==> src/hw/rtl/assert_macros.svh <==
// Assertion macros for the RTL files that check their own logic; the top level includes them.
`ifndef ASSERT_MACROS_SVH
`define ASSERT_MACROS_SVH

// Check that a property holds at every rising clock edge outside reset.
`define ASSERT_RST(lbl, clk, rst_n, prop, msg) \
  lbl: assert property (@(posedge clk) disable iff (!rst_n) (prop)) else $error(msg);

// Check that a condition never comes true outside reset.
`define ASSERT_NEVER(lbl, clk, rst_n, cond, msg) \
  `ASSERT_RST(lbl, clk, rst_n, !(cond), msg)

`endif

==> src/hw/rtl/mhpt_pkg.sv <==
// Package with types, codes and helpers for the header parameter tokenizer.
package mhpt_pkg;

  // Results that one input byte can cause at most
  localparam int MaxRes  = 4;
  localparam int ResIdxW = $clog2(MaxRes);
  localparam int ResCntW = $clog2(MaxRes + 1);

  // Entries of the queue between front and back
  localparam int QDepth = 2;

  // Characters of interest
  localparam logic [7:0] ChSpace  = 8'h20;
  localparam logic [7:0] ChTab    = 8'h09;
  localparam logic [7:0] ChSemi   = 8'h3B;
  localparam logic [7:0] ChEq     = 8'h3D;
  localparam logic [7:0] ChQuote  = 8'h22;
  localparam logic [7:0] ChBslash = 8'h5C;
  localparam logic [7:0] ChStar   = 8'h2A;
  localparam logic [7:0] ChUpA    = 8'h41;
  localparam logic [7:0] ChUpZ    = 8'h5A;
  localparam logic [7:0] CaseOfs  = 8'h20;

  typedef enum logic [3:0] {
    PhMainSkip   = 4'd0,
    PhMainBare   = 4'd1,
    PhMainQuoted = 4'd2,
    PhKeySep     = 4'd3,
    PhKey        = 4'd4,
    PhKeyBlank   = 4'd5,
    PhValSkip    = 4'd6,
    PhValBare    = 4'd7,
    PhValQuoted  = 4'd8
  } phase_e;

  typedef enum logic [2:0] {
    KMain    = 3'd0,
    KKey     = 3'd1,
    KVal     = 3'd2,
    KMainEnd = 3'd3,
    KPairEnd = 3'd4,
    KLineEnd = 3'd5
  } kind_e;

  typedef struct packed {
    logic [7:0] in_byte;
    logic       line_end;
  } in_item_t;

  typedef struct packed {
    kind_e      kind;
    logic [7:0] out_byte;
    logic       run_last;
  } out_item_t;

  // One tagged byte without its position flag
  typedef struct packed {
    kind_e      kind;
    logic [7:0] data;
  } res_t;

  // All results of one input byte
  typedef struct packed {
    logic [ResCntW-1:0]      cnt;
    res_t [MaxRes-1:0]       res;
  } rec_t;

  // Write side of the queue
  typedef struct packed {
    logic valid;
    rec_t rec;
  } q_wr_t;

  // Append one result to a record
  function automatic rec_t rec_add(rec_t r, kind_e k, logic [7:0] b);
    rec_t o;
    o = r;
    if (r.cnt < ResCntW'(MaxRes)) begin
      o.res[r.cnt[ResIdxW-1:0]].kind = k;
      o.res[r.cnt[ResIdxW-1:0]].data = b;
      o.cnt = r.cnt + ResCntW'(1);
    end
    return o;
  endfunction

endpackage

==> src/hw/rtl/mime_header_param_tokenizer.sv <==
// Top level of the header parameter tokenizer: front end, queue and back end.
//
// Input channel (in_valid_i, in_stall_o, in_data_i) carries one header byte per
// transaction with a flag on the final byte of the line. Output channel
// (out_valid_o, out_stall_i, out_data_o) carries one tagged byte or end marker
// per transaction, with run_last set on the final result of each input byte.
// The front end classifies a byte in the cycle it is accepted and writes all of
// its results (zero to four) as one record into a two-entry queue; bytes that
// cause no result use no queue space. The back end sends the head record one
// result per cycle unless the receiver stalls. Throughput is one input byte per
// cycle while each byte causes at most one result and the receiver does not
// stall; a byte with more results holds the output until the single result
// port of the back end has sent them all. When the receiver stalls, the queue
// fills and in_stall_o rises once both entries are occupied. Reset empties the
// queue and returns the parse phase to skipping blanks before the main value.
`include "assert_macros.svh"

module mime_header_param_tokenizer (
  input  logic                clk_i,
  input  logic                rst_ni,
  input  logic                in_valid_i,
  output logic                in_stall_o,
  input  mhpt_pkg::in_item_t  in_data_i,
  output logic                out_valid_o,
  input  logic                out_stall_i,
  output mhpt_pkg::out_item_t out_data_o
);

  mhpt_pkg::q_wr_t q_wr;
  mhpt_pkg::rec_t  head;
  logic            full, empty, pop, accept;

  assign in_stall_o = full;
  assign accept     = in_valid_i && !full;

  mhpt_front u_front (
    .clk_i     (clk_i),
    .rst_ni    (rst_ni),
    .in_data_i (in_data_i),
    .accept_i  (accept),
    .q_wr_o    (q_wr)
  );

  mhpt_queue u_queue (
    .clk_i   (clk_i),
    .rst_ni  (rst_ni),
    .wr_i    (q_wr),
    .pop_i   (pop),
    .full_o  (full),
    .empty_o (empty),
    .head_o  (head)
  );

  mhpt_back u_back (
    .clk_i       (clk_i),
    .rst_ni      (rst_ni),
    .empty_i     (empty),
    .head_i      (head),
    .pop_o       (pop),
    .out_valid_o (out_valid_o),
    .out_stall_i (out_stall_i),
    .out_data_o  (out_data_o)
  );

  // Records are never written into a full queue
  `ASSERT_NEVER(a_no_overflow, clk_i, rst_ni, q_wr.valid && full, "push into full queue")
  // A queued record always holds between one and four results
  `ASSERT_RST(a_rec_cnt, clk_i, rst_ni, !out_valid_o || (head.cnt != '0 && head.cnt <= 3'(mhpt_pkg::MaxRes)), "bad record count")
  // More results of the same byte follow a result without run_last
  `ASSERT_RST(a_run_cont, clk_i, rst_ni, (out_valid_o && !out_stall_i && !out_data_o.run_last) |=> out_valid_o, "run broken")

endmodule

==> src/hw/rtl/mhpt_front.sv <==
// Front end: tracks the parse phase and turns each byte into a record of results.
module mhpt_front (
  input  logic               clk_i,
  input  logic               rst_ni,
  input  mhpt_pkg::in_item_t in_data_i,
  input  logic               accept_i,
  output mhpt_pkg::q_wr_t    q_wr_o
);

  mhpt_pkg::phase_e ph_q, ph_d;
  logic             esc_q, esc_d;
  mhpt_pkg::rec_t   rec;
  logic [7:0]       c;
  logic [7:0]       c_low;
  logic             blank;
  mhpt_pkg::kind_e  q_kind;
  mhpt_pkg::kind_e  q_end;

  assign c      = in_data_i.in_byte;
  assign blank  = (c == mhpt_pkg::ChSpace) || (c == mhpt_pkg::ChTab);
  assign c_low  = ((c >= mhpt_pkg::ChUpA) && (c <= mhpt_pkg::ChUpZ)) ? c + mhpt_pkg::CaseOfs : c;
  assign q_kind = (ph_q == mhpt_pkg::PhMainQuoted) ? mhpt_pkg::KMain : mhpt_pkg::KVal;
  assign q_end  = (ph_q == mhpt_pkg::PhMainQuoted) ? mhpt_pkg::KMainEnd : mhpt_pkg::KPairEnd;

  // Classify the byte against the current phase
  always_comb begin
    mhpt_pkg::phase_e ph_t;
    rec   = '0;
    ph_t  = ph_q;
    esc_d = esc_q;
    unique case (ph_q)
      mhpt_pkg::PhMainBare, mhpt_pkg::PhValBare: begin
        if (blank || c == mhpt_pkg::ChSemi) begin
          rec  = mhpt_pkg::rec_add(rec, (ph_q == mhpt_pkg::PhMainBare) ?
                                   mhpt_pkg::KMainEnd : mhpt_pkg::KPairEnd, 8'h00);
          ph_t = mhpt_pkg::PhKeySep;
        end else begin
          rec = mhpt_pkg::rec_add(rec, (ph_q == mhpt_pkg::PhMainBare) ?
                                  mhpt_pkg::KMain : mhpt_pkg::KVal, c);
        end
      end
      mhpt_pkg::PhMainQuoted, mhpt_pkg::PhValQuoted: begin
        if (esc_q) begin
          esc_d = 1'b0;
          if (c != mhpt_pkg::ChStar && c != mhpt_pkg::ChBslash) begin
            rec = mhpt_pkg::rec_add(rec, q_kind, mhpt_pkg::ChBslash);
          end
          rec = mhpt_pkg::rec_add(rec, q_kind, c);
        end else if (c == mhpt_pkg::ChQuote) begin
          rec  = mhpt_pkg::rec_add(rec, q_end, 8'h00);
          ph_t = mhpt_pkg::PhKeySep;
        end else if (c == mhpt_pkg::ChBslash) begin
          esc_d = 1'b1;
        end else begin
          rec = mhpt_pkg::rec_add(rec, q_kind, c);
        end
      end
      mhpt_pkg::PhKeySep, mhpt_pkg::PhKeyBlank: begin
        if (ph_q == mhpt_pkg::PhKeyBlank && c == mhpt_pkg::ChEq) begin
          ph_t = mhpt_pkg::PhValSkip;
        end else if (ph_q == mhpt_pkg::PhKeyBlank && blank) begin
          ph_t = mhpt_pkg::PhKeyBlank;
        end else begin
          // close the pair of a blank-ended key, then start a key unless blank, ; or =
          if (ph_q == mhpt_pkg::PhKeyBlank) begin
            rec = mhpt_pkg::rec_add(rec, mhpt_pkg::KPairEnd, 8'h00);
          end
          if (blank || c == mhpt_pkg::ChSemi) begin
            ph_t = mhpt_pkg::PhKeySep;
          end else if (c == mhpt_pkg::ChEq) begin
            ph_t = mhpt_pkg::PhValSkip;
          end else begin
            rec  = mhpt_pkg::rec_add(rec, mhpt_pkg::KKey, c_low);
            ph_t = mhpt_pkg::PhKey;
          end
        end
      end
      mhpt_pkg::PhKey: begin
        if (c == mhpt_pkg::ChEq) begin
          ph_t = mhpt_pkg::PhValSkip;
        end else if (blank) begin
          ph_t = mhpt_pkg::PhKeyBlank;
        end else begin
          rec = mhpt_pkg::rec_add(rec, mhpt_pkg::KKey, c_low);
        end
      end
      mhpt_pkg::PhValSkip: begin
        if (blank) begin
          ph_t = mhpt_pkg::PhValSkip;
        end else if (c == mhpt_pkg::ChQuote) begin
          ph_t  = mhpt_pkg::PhValQuoted;
          esc_d = 1'b0;
        end else if (c == mhpt_pkg::ChSemi) begin
          rec  = mhpt_pkg::rec_add(rec, mhpt_pkg::KPairEnd, 8'h00);
          ph_t = mhpt_pkg::PhKeySep;
        end else begin
          rec  = mhpt_pkg::rec_add(rec, mhpt_pkg::KVal, c);
          ph_t = mhpt_pkg::PhValBare;
        end
      end
      default: begin
        if (blank) begin
          ph_t = mhpt_pkg::PhMainSkip;
        end else if (c == mhpt_pkg::ChQuote) begin
          ph_t  = mhpt_pkg::PhMainQuoted;
          esc_d = 1'b0;
        end else if (c == mhpt_pkg::ChSemi) begin
          rec  = mhpt_pkg::rec_add(rec, mhpt_pkg::KMainEnd, 8'h00);
          ph_t = mhpt_pkg::PhKeySep;
        end else begin
          rec  = mhpt_pkg::rec_add(rec, mhpt_pkg::KMain, c);
          ph_t = mhpt_pkg::PhMainBare;
        end
      end
    endcase

    // Close open items and mark the end of the line
    if (in_data_i.line_end) begin
      unique case (ph_t)
        mhpt_pkg::PhMainBare, mhpt_pkg::PhMainQuoted: begin
          rec = mhpt_pkg::rec_add(rec, mhpt_pkg::KMainEnd, 8'h00);
        end
        mhpt_pkg::PhKey, mhpt_pkg::PhKeyBlank, mhpt_pkg::PhValSkip,
        mhpt_pkg::PhValBare, mhpt_pkg::PhValQuoted: begin
          rec = mhpt_pkg::rec_add(rec, mhpt_pkg::KPairEnd, 8'h00);
        end
        default: begin
          rec = rec;
        end
      endcase
      rec   = mhpt_pkg::rec_add(rec, mhpt_pkg::KLineEnd, 8'h00);
      ph_t  = mhpt_pkg::PhMainSkip;
      esc_d = 1'b0;
    end
    ph_d = ph_t;
  end

  // Push only records that carry results
  assign q_wr_o.valid = accept_i && (rec.cnt != '0);
  assign q_wr_o.rec   = rec;

  // Advance the phase on each accepted transaction
  always_ff @(posedge clk_i or negedge rst_ni) begin
    if (!rst_ni) begin
      ph_q  <= mhpt_pkg::PhMainSkip;
      esc_q <= 1'b0;
    end else if (accept_i) begin
      ph_q  <= ph_d;
      esc_q <= esc_d;
    end
  end

endmodule

==> src/hw/rtl/mhpt_queue.sv <==
// Short record queue between the front end and the back end.
module mhpt_queue (
  input  logic            clk_i,
  input  logic            rst_ni,
  input  mhpt_pkg::q_wr_t wr_i,
  input  logic            pop_i,
  output logic            full_o,
  output logic            empty_o,
  output mhpt_pkg::rec_t  head_o
);

  localparam int PtrW = (mhpt_pkg::QDepth > 1) ? $clog2(mhpt_pkg::QDepth) : 1;
  localparam int CntW = $clog2(mhpt_pkg::QDepth + 1);

  mhpt_pkg::rec_t      mem_q [mhpt_pkg::QDepth];
  logic [PtrW-1:0]     wr_ptr_q, wr_ptr_d;
  logic [PtrW-1:0]     rd_ptr_q, rd_ptr_d;
  logic [CntW-1:0]     cnt_q, cnt_d;
  logic                push, pop;

  assign full_o  = (cnt_q == CntW'(mhpt_pkg::QDepth));
  assign empty_o = (cnt_q == '0);
  assign head_o  = mem_q[rd_ptr_q];
  assign push    = wr_i.valid && !full_o;
  assign pop     = pop_i && !empty_o;

  // Step pointers and fill count
  always_comb begin
    wr_ptr_d = wr_ptr_q;
    rd_ptr_d = rd_ptr_q;
    cnt_d    = cnt_q;
    if (push) begin
      wr_ptr_d = (wr_ptr_q == PtrW'(mhpt_pkg::QDepth - 1)) ? '0 : wr_ptr_q + PtrW'(1);
    end
    if (pop) begin
      rd_ptr_d = (rd_ptr_q == PtrW'(mhpt_pkg::QDepth - 1)) ? '0 : rd_ptr_q + PtrW'(1);
    end
    if (push && !pop) begin
      cnt_d = cnt_q + CntW'(1);
    end else if (pop && !push) begin
      cnt_d = cnt_q - CntW'(1);
    end
  end

  always_ff @(posedge clk_i or negedge rst_ni) begin
    if (!rst_ni) begin
      wr_ptr_q <= '0;
      rd_ptr_q <= '0;
      cnt_q    <= '0;
    end else begin
      wr_ptr_q <= wr_ptr_d;
      rd_ptr_q <= rd_ptr_d;
      cnt_q    <= cnt_d;
    end
  end

  // Store pushed records
  always_ff @(posedge clk_i) begin
    if (push) begin
      mem_q[wr_ptr_q] <= wr_i.rec;
    end
  end

endmodule

==> src/hw/rtl/mhpt_back.sv <==
// Back end: walks the head record and hands out one tagged byte per transaction.
module mhpt_back (
  input  logic                clk_i,
  input  logic                rst_ni,
  input  logic                empty_i,
  input  mhpt_pkg::rec_t      head_i,
  output logic                pop_o,
  output logic                out_valid_o,
  input  logic                out_stall_i,
  output mhpt_pkg::out_item_t out_data_o
);

  logic [mhpt_pkg::ResIdxW-1:0] idx_q, idx_d;
  logic                         last;
  logic                         take;

  assign last        = (mhpt_pkg::ResCntW'(idx_q) + mhpt_pkg::ResCntW'(1)) == head_i.cnt;
  assign out_valid_o = !empty_i;
  assign take        = out_valid_o && !out_stall_i;
  assign pop_o       = take && last;

  // Present the current result of the head record
  assign out_data_o.kind     = head_i.res[idx_q].kind;
  assign out_data_o.out_byte = head_i.res[idx_q].data;
  assign out_data_o.run_last = last;

  // Advance within the record, restart on the next one
  always_comb begin
    idx_d = idx_q;
    if (take) begin
      idx_d = last ? '0 : idx_q + mhpt_pkg::ResIdxW'(1);
    end
  end

  always_ff @(posedge clk_i or negedge rst_ni) begin
    if (!rst_ni) begin
      idx_q <= '0;
    end else begin
      idx_q <= idx_d;
    end
  end

endmodule
==> config.mk <==
export PLATFORM = sky130hd
export DESIGN_NAME = mime_header_param_tokenizer
export DESIGN_NICKNAME = d
export VERILOG_FILES = /design/src/hw/rtl/mhpt_pkg.sv /design/src/hw/rtl/mime_header_param_tokenizer.sv /design/src/hw/rtl/mhpt_front.sv /design/src/hw/rtl/mhpt_queue.sv /design/src/hw/rtl/mhpt_back.sv
export VERILOG_INCLUDE_DIRS = /design/src /design/src/hw/rtl
export SDC_FILE = /design/constraint.sdc
export NUM_CORES = 1
export LEC_CHECK = 0
export BUFFER_PORTS_ARGS = -buffer_cell sky130_fd_sc_hd__buf_2
export CAP_MARGIN = 20
export CELL_PAD_IN_SITES_DETAIL_PLACEMENT = 1
export CELL_PAD_IN_SITES_GLOBAL_PLACEMENT = 2
export CORE_ASPECT_RATIO = 2
export CORE_MARGIN = 10
export CORE_UTILIZATION = 40
export DETAILED_ROUTE_END_ITERATION = 10
export GPL_TIMING_DRIVEN = 0
export PLACE_DENSITY = 0.78
export SYNTH_ARGS = -nofsm -noshare
export SYNTH_HDL_FRONTEND = slang
export SYNTH_SLANG_ARGS = --single-unit
==> constraint.sdc <==
create_clock -name clk_i -period 8.8 [get_ports clk_i]
set_input_delay 1.32 -clock clk_i [delete_from_list [all_inputs] [get_ports clk_i]]
set_output_delay 1.32 -clock clk_i [all_outputs]
set_load 0.005 [all_outputs]
==> metrics.md <==
| Metric | Value |
|---|---|
| Final hold vios | 0 |
| Status | complete, no violations |
| Post-route ant nets | 0 |
| Synth async-reset ratio | 15.1% |
| Crit path launch type | input port |
| Clock Tree Buf Depth | 2 |
| Worst R2R Start | u_front.ph_q[0] |
| Crit path DAT | 6.84 ns |
| Post-Syn Instances | 439 |
| Met3 routed wirelength | 318 um |
| Sequential element share of the synthesized area | 46.0% |
| Yosys warning total | 0 |
| Overflow after GRT | 0 |
| Post-synth top area share | 40.1% |
| Endpoints failing setup | 0 |
| CP required | 8.75 ns |
| Layout cells sized above 1 | 16.3% |
| Max Slew Vio Count | 0 |
| CTS Hold Bufs | 0 |
| Per-cell routed wire length | 21.7 um |
| TNS Setup | 0 ns |
| TritonCTS clock tree | yes |
| Largest cells by area after synthesis | edfxtp_1 40%, mux4_2 6.8%, dfrtp_1 5.9% |
| GRT Total Usage | 16.8% |
| First-pass GRT wire length | 21200 um |
| Lkg Pwr | 1.93 nW |
| Final Critical Period | 6.89 ns |
| Initial antenna violation count | 0 |
| Iter 0 DRT Violations | 141 |
| Maximum clock rate | 0.145 GHz |
| Count leader, synth | edfxtp_1 |
| Setup slack, reg-to-reg | 3.29 ns |
| Worst Hold Launch | u_queue.cnt_q[1] |
| Reg2Reg Capture Point | u_queue.mem_q[1][5] |
| Core Area | 11400 um^2 |
| Post-route clock period utilization | 78.3% |
| I/O Buffers | 23 |
| Via density | 5.90 |
| Met2 routed WL | 7690 um |
| Die Span Y | 172 um |
| Worst min-delay path class | register to register |
| ANT cells | 0 |
| Tightest Pin Transition | 1.30 ns |
| Synthesized cell area | 4650 um^2 |
| Hold Path Stages | 1 |
| Post-CTS Setup Inserts | 0 |
| Std-Cell Rows | 55 |
| Top routing layer in use | met4 |
| Clk Latency, worst-skew pair | 0.33 ns |
| Area grow syn2layout | 13.1% |
| Largest net degree at the start of global routing | 32 |
| Worst IR Drop VDD | 0.173 mV |
| Nets | 502 |
| CTS resizes | 0 |
| Cell Pwr Density | 450 nW/um^2 |
| # IOs | 27 |
| Worst r2r path cells | 14 |
| Drt pass-1 iters | 4 |
| DRC violations left | 0 |
| CTS H-Tree Depth | 3 |
| Synth Flop Type | edfxtp_1 |
| Critical path capture point type | register |
| WHS Endpoint | u_queue.cnt_q[1] |
| DP HPWL | 10600 um |
| Layout filler cell count | 1267 |
| Avg Inst Size Synth | 10.6 um^2 |
| Largest area contributor in the netlist | edfxtp_1 |
| Skew final | 0.0101 ns |
| Slew headroom | 11.4% |
| Root Driver | clkbuf_16 |
| Placer Congestion | 0.931 |
| Initial core utilization | 40.9% |
| Via Count | 3657 |
| Number of global-route vias before repair | 3956 |
| Post-synth top cells | 62 x edfxtp_1, 41 x nor2_1, 36 x nand2_1, 29 x o21ai_0, 23 x a21oi_1 |
| Max cap viols | 0 |
| RSZ-0062 raised after global routing | no |
| Final WL | 13400 um |
| Die width | 96.2 um |
| Worst-path clk slew | 0.06 ns |
| Syn Nets | 468 |
| Total CTS buffers | 9 |
| Design Area, Final | 5260 um^2 |
| Placed instance area | 4960 um^2 |
| Setup CP Type | input port to register |
| Post-synth EDFFs | 62 |
| Total die area | 16600 um^2 |
| Synthesized flop and latch total | 73 |
| WL met1 | 4710 um |
| Post-synthesis cell type count | 73 |
| Sink Count | 73 |
| Crit Path Max Fanout | 31 |
## area by class of cell
cell class,instances,area (um^2),share of cell area [%]
Sequential cell,73,2140,40.7
Buffer,27,126,2.40
Clock inverter,6,66.3,1.26
Tap cell,142,178,3.38
Multi-Input combinational cell,325,2350,44.8
Inverter,14,52.6,1.00
Timing Repair Buffer,23,115,2.19
Clock buffer,10,229,4.36
## sequential cells by signal, indices dropped and copies added, names as in the netlist
name,cells
u_queue.mem_q,62
u_front.ph_q,4
u_back.idx_q,2
u_queue.cnt_q,2
u_front.esc_q,1
u_queue.rd_ptr_q,1
u_queue.wr_ptr_q,1
## how the worst max path moves through the flow
| stage | from | to | slack (ns) | depth (start not counted) |
|---|---|---|---|---|
| after detailed placement | in_data_i[4] | u_queue.mem_q[1][1] | 1.76 | 15 |
| after CTS | in_data_i[4] | u_queue.mem_q[1][5] | 2.07 | 15 |
| after floorplan | in_data_i[2] | u_queue.mem_q[1][0] | 1.90 | 16 |
| after global routing | in_data_i[4] | u_queue.cnt_q[1] | 1.61 | 22 |
| final | in_data_i[4] | u_queue.mem_q[1][5] | 1.91 | 15 |
| after global placement | in_data_i[4] | u_queue.mem_q[1][1] | -0.38 | 17 |
## cells by family after synthesis
| family | count (synthesis) | share of synthesized area [%] |
|---|---|---|
| AO/OA/AOI/OAI | 105 | 15.7 |
| AND/OR/NAND/NOR | 172 | 19.8 |
| adder cells (fa/ha/maj) | 16 | 4.31 |
| multiplexers | 20 | 8.16 |
| XOR/XNOR | 12 | 2.26 |
| buffers and inverters | 41 | 3.85 |
| flip-flops | 73 | 46.0 |
## power by group
group | total (mW) | switching [mW] | internal, mW
registers | 0.721 | 0.0551 | 0.666
logic | 1.29 | 0.784 | 0.503
clock network | 0.359 | 0.139 | 0.220
## layout by cell type, fill, tap and decap left out, types with 13 or more instances in the layout
cell type,instances
a21oi_1,23
buf_2,28
clkbuf_1,16
edfxtp_1,62
ha_1,16
inv_1,13
mux4_2,14
nand2_1,36
nor2_1,40
nor2b_1,14
nor3_1,14
o21ai_0,29
## layer usage
layer  track usage [%]  up-vias
li1                  -     1728
met1              16.3     1828
met2              31.5       66
met3              1.95       35
met4              10.8        0
met5                 0        -
## metrics by stage
stage | util (%) | power [mW] | std cells | worst slack [ns] | hold WS, ns
3_3_place_gp | 43.5 | 1.95 | 604 | -0.377 | 0.475
4_1_cts | 46.3 | 2.39 | 620 | 2.07 | 0.503
2_1_floorplan | - | 1.61 | 439 | 1.90 | 0.456
3_5_place_dp | 43.7 | 2.02 | 604 | 1.76 | 0.495
5_1_grt | 46.3 | 2.54 | 620 | 1.61 | 0.537
6_report | 46.3 | 2.37 | 620 | 1.91 | 0.503
## critical path, cell delays in order
cell,delay (ns)
buf_2,0.11
clkbuf_1,0.22
or3_1,0.39
a2111oi_0,1.12
and2b_1,0.28
a221o_1,0.32
or3_1,0.45
a21oi_1,0.56
xnor2_1,0.25
ha_1,0.32
nand2b_1,0.11
nand2_1,0.07
o311ai_2,0.42
a32oi_4,0.15
nor2b_4,0.73
No activity file was read; power rests on OpenSTA's default activity.
